`src/hdl/spf_pkg.sv`:
```
// Shared types, constants and helpers for the serial peripheral framer.
// Used by spf_ctrl, spf_dp and sio_peripheral_framer_top; no dependencies.
package spf_pkg;

    // Frame and store sizes (store depths must be powers of two)
    localparam int COMMAND_BYTES  = 5;
    localparam int FRAME_HDR      = COMMAND_BYTES - 1;
    localparam int PAYLOAD_DEPTH  = 4096;
    localparam int RESPONSE_DEPTH = 4096;
    localparam int OUTPUT_DEPTH   = 8192;
    localparam int REQUEST_DEPTH  = 4096;

    localparam int PAY_AW  = $clog2(PAYLOAD_DEPTH);
    localparam int RESP_AW = $clog2(RESPONSE_DEPTH);
    localparam int OUT_AW  = $clog2(OUTPUT_DEPTH);
    localparam int REQ_AW  = $clog2(REQUEST_DEPTH);

    localparam int CFG_AW = 3;
    localparam int CFG_DW = 16;

    typedef enum logic [1:0] {
        KIND_HOST     = 2'd0,
        KIND_RESP     = 2'd1,
        KIND_PULL_OUT = 2'd2,
        KIND_PULL_REQ = 2'd3
    } kind_t;

    typedef enum logic [CFG_AW-1:0] {
        CFG_DEVICE   = 3'd0,
        CFG_WRITE_OP = 3'd1,
        CFG_READ_OP  = 3'd2,
        CFG_READ_LEN = 3'd3,
        CFG_ACK      = 3'd4,
        CFG_NAK      = 3'd5,
        CFG_COMPLETE = 3'd6
    } cfg_idx_t;

    typedef enum logic [1:0] {
        PH_COMMAND  = 2'd0,
        PH_PAYLOAD  = 2'd1,
        PH_CHECKSUM = 2'd2
    } phase_t;

    typedef enum logic [2:0] {
        ST_IDLE,
        ST_PULL,
        ST_XCPL,
        ST_XDAT,
        ST_XSUM,
        ST_CPL,
        ST_COPY
    } state_t;

    typedef enum logic [2:0] {
        OSEL_ACK,
        OSEL_NAK,
        OSEL_CPL,
        OSEL_XDAT,
        OSEL_XSUM
    } osel_t;

    // Commands from controller to datapath
    typedef struct packed {
        logic  frame_store;
        logic  frame_clear;
        logic  load_write;
        logic  arm_read;
        logic  pay_store;
        logic  out_push;
        osel_t out_sel;
        logic  resp_push;
        logic  xfer_start;
        logic  xfer_step;
        logic  xfer_done;
        logic  copy_start;
        logic  copy_step;
        logic  pull;
        logic  pull_req;
        logic  out_load;
    } dp_cmd_t;

    // Status from datapath to controller
    typedef struct packed {
        logic frame_full;
        logic dev_ok;
        logic sum_ok;
        logic is_wr;
        logic is_rd;
        logic aux_zero;
        logic arm_nz;
        logic pay_ok;
        logic rem_one;
        logic pending_nz;
        logic resp_nz;
        logic xfer_last;
        logic copy_empty;
        logic copy_last;
        logic out_busy;
    } dp_stat_t;

    // 8-bit add with end-around carry
    function automatic logic [7:0] csum_add(input logic [7:0] acc, input logic [7:0] v);
        logic [8:0] s;
        s = {1'b0, acc} + {1'b0, v};
        return s[7:0] + {7'd0, s[8]};
    endfunction

endpackage

```
`src/hdl/spf_ctrl.sv`:
```
// Controller state machine of the serial peripheral framer.
// Depends on spf_pkg; drives spf_dp through dp_cmd_t and reads dp_stat_t.
module spf_ctrl
    import spf_pkg::*;
(
    input  logic       clk,
    input  logic       rst_n,
    input  logic       in_valid,
    input  logic [1:0] in_kind,
    input  logic       in_last,
    output logic       in_ready,
    input  dp_stat_t   stat,
    output dp_cmd_t    cmd
);

    state_t state_reg, state_next;
    phase_t phase_reg, phase_next;
    logic   is_pull;
    logic   accept;

    assign is_pull  = (in_kind == KIND_PULL_OUT) || (in_kind == KIND_PULL_REQ);
    assign in_ready = (state_reg == ST_IDLE) && !(is_pull && stat.out_busy);
    assign accept   = in_valid && in_ready;

    // State and phase registers
    always_ff @(posedge clk or negedge rst_n)
    begin
        if (!rst_n)
        begin
            state_reg <= ST_IDLE;
            phase_reg <= PH_COMMAND;
        end
        else
        begin
            state_reg <= state_next;
            phase_reg <= phase_next;
        end
    end

    // Next state and commands
    always_comb
    begin
        state_next = state_reg;
        phase_next = phase_reg;
        cmd        = '0;
        cmd.out_sel = OSEL_ACK;
        unique case (state_reg)
            ST_IDLE:
            begin
                if (accept)
                begin
                    unique case (kind_t'(in_kind))
                        KIND_HOST:
                        begin
                            unique case (phase_reg)
                                PH_PAYLOAD:
                                begin
                                    cmd.pay_store = 1'b1;
                                    if (stat.rem_one)
                                        phase_next = PH_CHECKSUM;
                                end
                                PH_CHECKSUM:
                                begin
                                    cmd.out_push = 1'b1;
                                    if (stat.pay_ok)
                                    begin
                                        cmd.out_sel = OSEL_ACK;
                                        state_next  = ST_CPL;
                                    end
                                    else
                                    begin
                                        cmd.out_sel     = OSEL_NAK;
                                        cmd.frame_clear = 1'b1;
                                        phase_next      = PH_COMMAND;
                                    end
                                end
                                default:
                                begin
                                    // Collect header; check device, sum, command
                                    if (!stat.frame_full)
                                        cmd.frame_store = 1'b1;
                                    else
                                    begin
                                        cmd.frame_clear = 1'b1;
                                        phase_next      = PH_COMMAND;
                                        if (stat.dev_ok)
                                        begin
                                            cmd.out_push = 1'b1;
                                            if (!stat.sum_ok)
                                                cmd.out_sel = OSEL_NAK;
                                            else if (stat.is_wr)
                                            begin
                                                cmd.load_write = 1'b1;
                                                phase_next = stat.aux_zero ? PH_CHECKSUM
                                                                           : PH_PAYLOAD;
                                            end
                                            else if (stat.is_rd)
                                            begin
                                                cmd.arm_read = 1'b1;
                                                if (stat.resp_nz && stat.arm_nz)
                                                    state_next = ST_XCPL;
                                            end
                                            else
                                                cmd.out_sel = OSEL_NAK;
                                        end
                                    end
                                end
                            endcase
                        end
                        KIND_RESP:
                        begin
                            cmd.resp_push = 1'b1;
                            if (in_last && stat.pending_nz)
                                state_next = ST_XCPL;
                        end
                        default:
                        begin
                            cmd.pull     = 1'b1;
                            cmd.pull_req = (in_kind == KIND_PULL_REQ);
                            state_next   = ST_PULL;
                        end
                    endcase
                end
            end
            ST_PULL:
            begin
                cmd.out_load = 1'b1;
                state_next   = ST_IDLE;
            end
            ST_XCPL:
            begin
                cmd.out_push   = 1'b1;
                cmd.out_sel    = OSEL_CPL;
                cmd.xfer_start = 1'b1;
                state_next     = ST_XDAT;
            end
            ST_XDAT:
            begin
                cmd.out_push  = 1'b1;
                cmd.out_sel   = OSEL_XDAT;
                cmd.xfer_step = 1'b1;
                if (stat.xfer_last)
                    state_next = ST_XSUM;
            end
            ST_XSUM:
            begin
                cmd.out_push  = 1'b1;
                cmd.out_sel   = OSEL_XSUM;
                cmd.xfer_done = 1'b1;
                state_next    = ST_IDLE;
            end
            ST_CPL:
            begin
                cmd.out_push   = 1'b1;
                cmd.out_sel    = OSEL_CPL;
                cmd.copy_start = 1'b1;
                if (stat.copy_empty)
                begin
                    cmd.frame_clear = 1'b1;
                    phase_next      = PH_COMMAND;
                    state_next      = ST_IDLE;
                end
                else
                    state_next = ST_COPY;
            end
            ST_COPY:
            begin
                cmd.copy_step = 1'b1;
                if (stat.copy_last)
                begin
                    cmd.frame_clear = 1'b1;
                    phase_next      = PH_COMMAND;
                    state_next      = ST_IDLE;
                end
            end
            default:
            begin
                state_next = ST_IDLE;
            end
        endcase
    end

    // A transfer only starts with a nonzero armed length
    a_xfer_armed: assert property (@(posedge clk) disable iff (!rst_n)
        state_reg == ST_XCPL |-> stat.pending_nz)
        else $error("transfer started without armed length");

    // A pull state loads the output register, which is busy in the following cycle
    a_pull_load: assert property (@(posedge clk) disable iff (!rst_n)
        state_reg == ST_PULL |=> stat.out_busy)
        else $error("pull result not loaded");

    // A copy only runs in the checksum phase
    a_copy_phase: assert property (@(posedge clk) disable iff (!rst_n)
        state_reg == ST_COPY |-> phase_reg == PH_CHECKSUM)
        else $error("copy outside checksum phase");

endmodule

```
`config.mk`:
```
export PLATFORM = sky130hd
export DESIGN_NAME = spf_ctrl
export DESIGN_NICKNAME = d
export VERILOG_FILES = /design/src/hdl/spf_pkg.sv /design/src/hdl/spf_ctrl.sv
export SDC_FILE = /design/constraint.sdc
export NUM_CORES = 1
export LEC_CHECK = 0
export BUFFER_PORTS_ARGS = -buffer_cell sky130_fd_sc_hd__buf_2
export CAP_MARGIN = 30
export CORE_MARGIN = 2
export CORE_UTILIZATION = 40
export CTS_BUF_LIST = sky130_fd_sc_hd__clkbuf_16
export DETAILED_ROUTE_END_ITERATION = 8
export PLACE_DENSITY_LB_ADDON = 0.12
export SLEW_MARGIN = 40
export SYNTH_ARGS = -nofsm -noshare
export SYNTH_HDL_FRONTEND = slang
export SYNTH_SLANG_ARGS = --single-unit
```
`constraint.sdc`:
```
create_clock -name clk -period 2.53 [get_ports clk]
set_clock_uncertainty 0.1 [all_clocks]
set_input_delay 0.1265 -clock clk [delete_from_list [all_inputs] [get_ports clk]]
set_output_delay 0.1265 -clock clk [all_outputs]
set_load 0.01 [all_outputs]
```
==> results of run 1 <==
Yosys cell counts (2+ instances only):
master / number
nor3b_1: 4
ha_1: 2
nand3_1: 3
inv_1: 8
buf_2: 2
and2_1: 2
o21ai_0: 7
or3_1: 2
and3_1: 2
a21oi_1: 9
dfrtp_1: 5
nor3_1: 6
nand2b_1: 3
nand2_1: 9
o211ai_1: 2
o31ai_1: 2
nor2_1: 9
mux2_2: 2
nor2b_1: 3
a31oi_1: 2
area by class of cell:
type,count,area (µm²)
multi-input cells,81,502
fillers,146,573
clock inverters,1,3.75
repair buffers,41,213
well taps,16,20.0
inverters,8,30.0
clock buffers,3,75.1
flip-flops and latches,5,125
worst paths after layout:
check                           slack [ps]  depth (start not counted)         start            to
worst min register to register         430                          1  phase_reg[1]  phase_reg[1]
worst max-delay path                   400                          5  state_reg[1]  phase_reg[0]
max in group asynchronous             2060                          2         rst_n  phase_reg[1]
worst min-delay path                    50                          2       stat[1]  state_reg[2]
worst max register to register         400                          5  state_reg[1]  phase_reg[0]
min in group asynchronous              140                          2         rst_n  state_reg[2]
metrics by stage:
stage / cell area, µm² / hold WS, ps
3_5_place_dp: 880 / -156
4_1_cts: 968 / 52.5
3_3_place_gp: 880 / -157
5_1_grt: 968 / 67.1
2_1_floorplan: 671 / -269
6_report: 968 / 48.5
routing by layer:
metal  wire, µm  part of all wire (%)
met1        809                    43
met2        929                    49
met3        142                   7.6
met4          0                     0
met5          0                     0
cell families (layout without fill, tap and decap cells):
group                    after synthesis  after routing
AND/OR/NAND/NOR                       48             48
multiplexers                           2              2
flip-flops                             5              5
adder cells (fa/ha/maj)                2              2
buffers and inverters                 11             53
AO/OA/AOI/OAI                         29             29
power groups by stage:
| stage | clock network, µW | registers, µW | logic [µW] |
|---|---|---|---|
| finish | 250 | 175 | 554 |
| global route | 261 | 183 | 615 |
| CTS | 254 | 175 | 555 |
| detailed placement | 0 | 176 | 554 |
| global placement | 0 | 174 | 548 |
| floorplan | 0 | 148 | 412 |
repair_timing:
| item | in CTS | in global routing |
|---|---|---|
| hold endpoints to repair | 5 | 0 |
| gates resized for setup | 0 | 0 |
| hold buffers | 1 | 0 |
worst register-to-register path, delay by kind of cell (launching register included):
family           cells  cell delay [ps]
AND/OR/NAND/NOR      2              540
flip-flops           1              520
AO/OA/AOI/OAI        2              510
multiplexers         1              340
==> out/metrics.yaml, run 1 <==
switchingPower_uw: 427
synth_top_family_by_area: "simple AND/OR/NAND/NOR gates"
min_path_type: "primary input to flip-flop"
drt_iter0_drc: 28
cts_sinks: 5
final_util_pct: 62.8
status: "complete, no violations"
crit_path_end_kind: "flip-flop"
synth-xor-area-share_pct: 0
synthSimpleGateAreaFrac_pct: 40.5
crit_slowest_cell: "dfrtp_1"
p_leak_uw: 0.000496
clkTransAtPathRegs_ps: 30
row_count: 14
coreArea_um2: 1540
p_clk_share_pct: 25.5
drc: 0
drt-total-wl_mm: 1.88
fmax_mhz: 469
p_int_uw: 553
initial_utilization_pct: 43.5
arrival_ps: 2140
final_common_cell: "buf_2"
period_share_pct: 84.2
yosysWarnings: 0
grt_antenna_before_repair: 0
final_max_slew_viol_count: 0
critPathMaxStageDelay_ps: 520
yosys.area.top_type: "dfrtp_1"
grt_use_met1_pct: 23.1
worst_setup_path_start_kind: "flip-flop"
hold_viol_final: 0
power.total_uw: 980
area_growth_pct: 44.4
synthesis.area_um2: 671
grt_util_met2_pct: 33.4
ant_nets: 0
grtUsageMet3_pct: 1.20
drive_gt1_share_pct: 34.5
synthCells: 97
p_sw_share_pct: 43.5
required_ps: 2530
crit_path_max_fanout: 15
clockBufferDepth: 2
place_ws_ps: 407
synth_top_area_share_pct: 18.7
setup_viol: 0
gp_congestion: 0.898
syn_area_per_cell_um2: 6.91
fin_ws_ps: 399
p_seq_share_pct: 17.9
fp.dieH_um: 44.9
grt_pass1_wl_mm: 2.77
worstPathCellList: "nor3_4 -> nand3_4 -> a211o_1 -> a21oi_2 -> mux2_2"
clock-root-buffer: "clkbuf_16"
top_usage_layer: "met2"
period_minus_slack_ps: 2130
dieArea_um2: 2020
firstDrtPassIters: 4
relSlewSlack_pct: 68.6
ys.flop_type: "dfrtp_1"
ys_seq_area_share_pct: 18.7
clk_latency_ps: 220
dp.cells: 150
wl_per_cell_um: 12.1
cts_setup_buffers: 0
ys_ff_latch: 5
worst_pin_slew_ps: 471
overflow: 0
synth_compound_area_share_pct: 27.2
port_buffers: 39
grt_max_degree: 18
die_x_um: 44.9
largest_reg_flops: 3
mostFrequentLayoutCells: "buf_2, inv_1, nor2_1, a21oi_1, nand2_1"
finalNetCount: 163
finalSetupTns_ps: 0
crit_buf_inv: 0
synth_edf_count: 0
power_density_nw_per_um2: 1010
async_flop_share_pct: 100
cap_violations: 0
n_antenna_cell: 0
ios: 40
synthTopCellsByArea: "dfrtp_1, a21oi_1, o21ai_0"
fin_cells: 155
grtUsageTotal_pct: 18.1
num_vias: 867
grt_pass1_vias: 693
cts_tree: "done"
viasPerCell: 5.59
htree_levels: 1
crit_family: "simple AND/OR/NAND/NOR gates"
p_comb_share_pct: 56.6
dpl.hpwl_mm: 1.55
ir_drop_v: 0.000650
path_class: "flip-flop to flip-flop"
yosys.area_share.adder_pct: 3.73
rsz0062_at_grt: "false"
cts-buffers-inserted: 3
syn_nets: 120
synth_mux_area_share_pct: 3.36
synthDistinctLibCells: 33
No activity file was read; power rests on OpenSTA's default activity.
==> run 2: changes to the inputs <==
==> constraint.sdc (replaced) <==
create_clock -name clk -period 2.02 [get_ports clk]
set_clock_uncertainty 0.1 [all_clocks]
set_input_delay 0.101 -clock clk [delete_from_list [all_inputs] [get_ports clk]]
set_output_delay 0.101 -clock clk [all_outputs]
set_load 0.01 [all_outputs]
==> out/metrics.yaml, run 2 (synthesis results as in run 1) <==
status: "complete, no violations"
wl_met1_um: 874
port_buffers: 39
clockBufferDepth: 2
p_sw_share_pct: 42.7
drt_iter0_drc: 19
period_share_pct: 95.0
drc: 0
cts-buffers-inserted: 3
crit_path_max_fanout: 5
period_minus_slack_ps: 1920
grt_antenna_before_repair: 0
reg2regPathDepth: 7
p_comb_share_pct: 62.4
worst_path_most_repeated_cell: "inv_1"
wl_per_cell_um: 12.2
ir_drop_v: 0.00102
rsz0062_at_grt: "false"
r2r_start: "phase_reg[0]"
fin_cells: 161
required_ps: 1820
cts_hold_buf: 1
htree_levels: 1
path_class: "flip-flop to primary output"
fp.dieH_um: 44.9
relSlewSlack_pct: 79.3
worst_setup_path_start_kind: "flip-flop"
area_growth_pct: 51.1
switchingPower_uw: 562
min_path_type: "primary input to flip-flop"
power.total_uw: 1320
crit_slowest_cell: "dfrtp_1"
startpoint: "phase_reg[0]"
fmax_mhz: 521
mostFrequentLayoutCells: "buf_2, inv_1, nor2_1, a21oi_1, nand2_1"
initial_utilization_pct: 43.5
fin_ws_ps: 101
grt_pass1_vias: 753
final_max_slew_viol_count: 0
p_clk_share_pct: 24.0
power_density_nw_per_um2: 1300
routed-wl-met2_um: 964
whs_ps: 34.4
clock-root-buffer: "clkbuf_16"
arrival_ps: 1720
highest_layer: "met3"
firstDrtPassIters: 5
crit_path_end_kind: "primary output"
setup_viol: 0
overflow: 0
dp.cells: 156
cts_setup_buffers: 0
ctsResizeCount: 0
finalNetCount: 169
dieArea_um2: 2020
gp_congestion: 0.869
grtUsageTotal_pct: 20.7
worstPathCellList: "inv_1 -> ha_1 -> buf_4 -> inv_1 -> and2_1 -> a21oi_1 -> o21ai_0 -> buf_2"
clk_latency_ps: 230
worst_pin_slew_ps: 308
grt_max_degree: 17
grt_pass1_wl_mm: 3.02
r2r_setup_slack_ps: 130
finalSetupTns_ps: 0
ios: 40
critPathMaxStageDelay_ps: 360
p_leak_uw: 0.000525
largest_reg_flops: 3
clkTransAtPathRegs_ps: 30
hold_viol_final: 0
final_common_cell: "buf_2"
p_seq_share_pct: 13.6
dpl.hpwl_mm: 1.63
drt-total-wl_mm: 1.96
coreArea_um2: 1540
r2r-end: "phase_reg[1]"
ant_nets: 0
cap_violations: 0
num_vias: 888
viasPerCell: 5.52
endpoint: "cmd[16]"
cts_tree: "done"
row_count: 14
place_ws_ps: 137
wl_met3_um: 121
p_int_uw: 756
drive_gt1_share_pct: 37.2
n_antenna_cell: 0
die_x_um: 44.9
cts_sinks: 5
[run 2: changes by cell type in the layout (fill, tap and decap cells not counted), sizes merged]
cell	before	now
buf	40	46
[run 2: area by class of cell]
cell class | instances | area, µm²
inverters | 8 | 30.0
clock buffers | 3 | 75.1
repair buffers | 47 | 258
flip-flops and latches | 5 | 125
fillers | 135 | 528
well taps | 16 | 20.0
clock inverters | 1 | 3.75
multi-input cells | 81 | 502
[run 2: power by group through the flow]
| stage | registers [µW] | clock network [µW] | logic [µW] |
|---|---|---|---|
| 2_1_floorplan | 186 | 0 | 516 |
| 3_3_place_gp | 178 | 0 | 812 |
| 3_5_place_dp | 181 | 0 | 816 |
| 4_1_cts | 180 | 323 | 822 |
| 5_1_grt | 184 | 324 | 903 |
| 6_report | 179 | 317 | 823 |
[run 2: worst min-delay path by stage]
stage | slack (ps) | endpoint | cells after the start | startpoint
CTS | 40 | state_reg[2] | 2 | stat[1]
finish | 30 | state_reg[2] | 2 | stat[1]
global placement | -180 | state_reg[1] | 1 | rst_n
detailed placement | -190 | state_reg[1] | 1 | rst_n
global route | 60 | state_reg[2] | 2 | stat[1]
floorplan | -290 | phase_reg[0] | 0 | rst_n
[run 2: per-layer routing]
| metal | vias to the layer above | global-route usage (%) |
|---|---|---|
| met3 | 0 | 3.60 |
| met1 | 403 | 25.8 |
| met5 | - | 0 |
| met4 | 0 | 12.4 |
| li1 | 450 | - |
| met2 | 35 | 33.1 |
[run 2: worst max-delay path: cells and delay by family, from the launching register on]
kind	cells	cell delay, ps
AND/OR/NAND/NOR	1	160
flip-flops	1	360
AO/OA/AOI/OAI	2	200
adder cells (fa/ha/maj)	1	300
buffers and inverters	4	480
[run 2: through the flow]
step | area [µm²] | utilization, %
5_1_grt | 1010 | 65.7
2_1_floorplan | 671 | -
4_1_cts | 1010 | 65.7
3_3_place_gp | 925 | 60.0
3_5_place_dp | 925 | 60.0
6_report | 1010 | 65.7
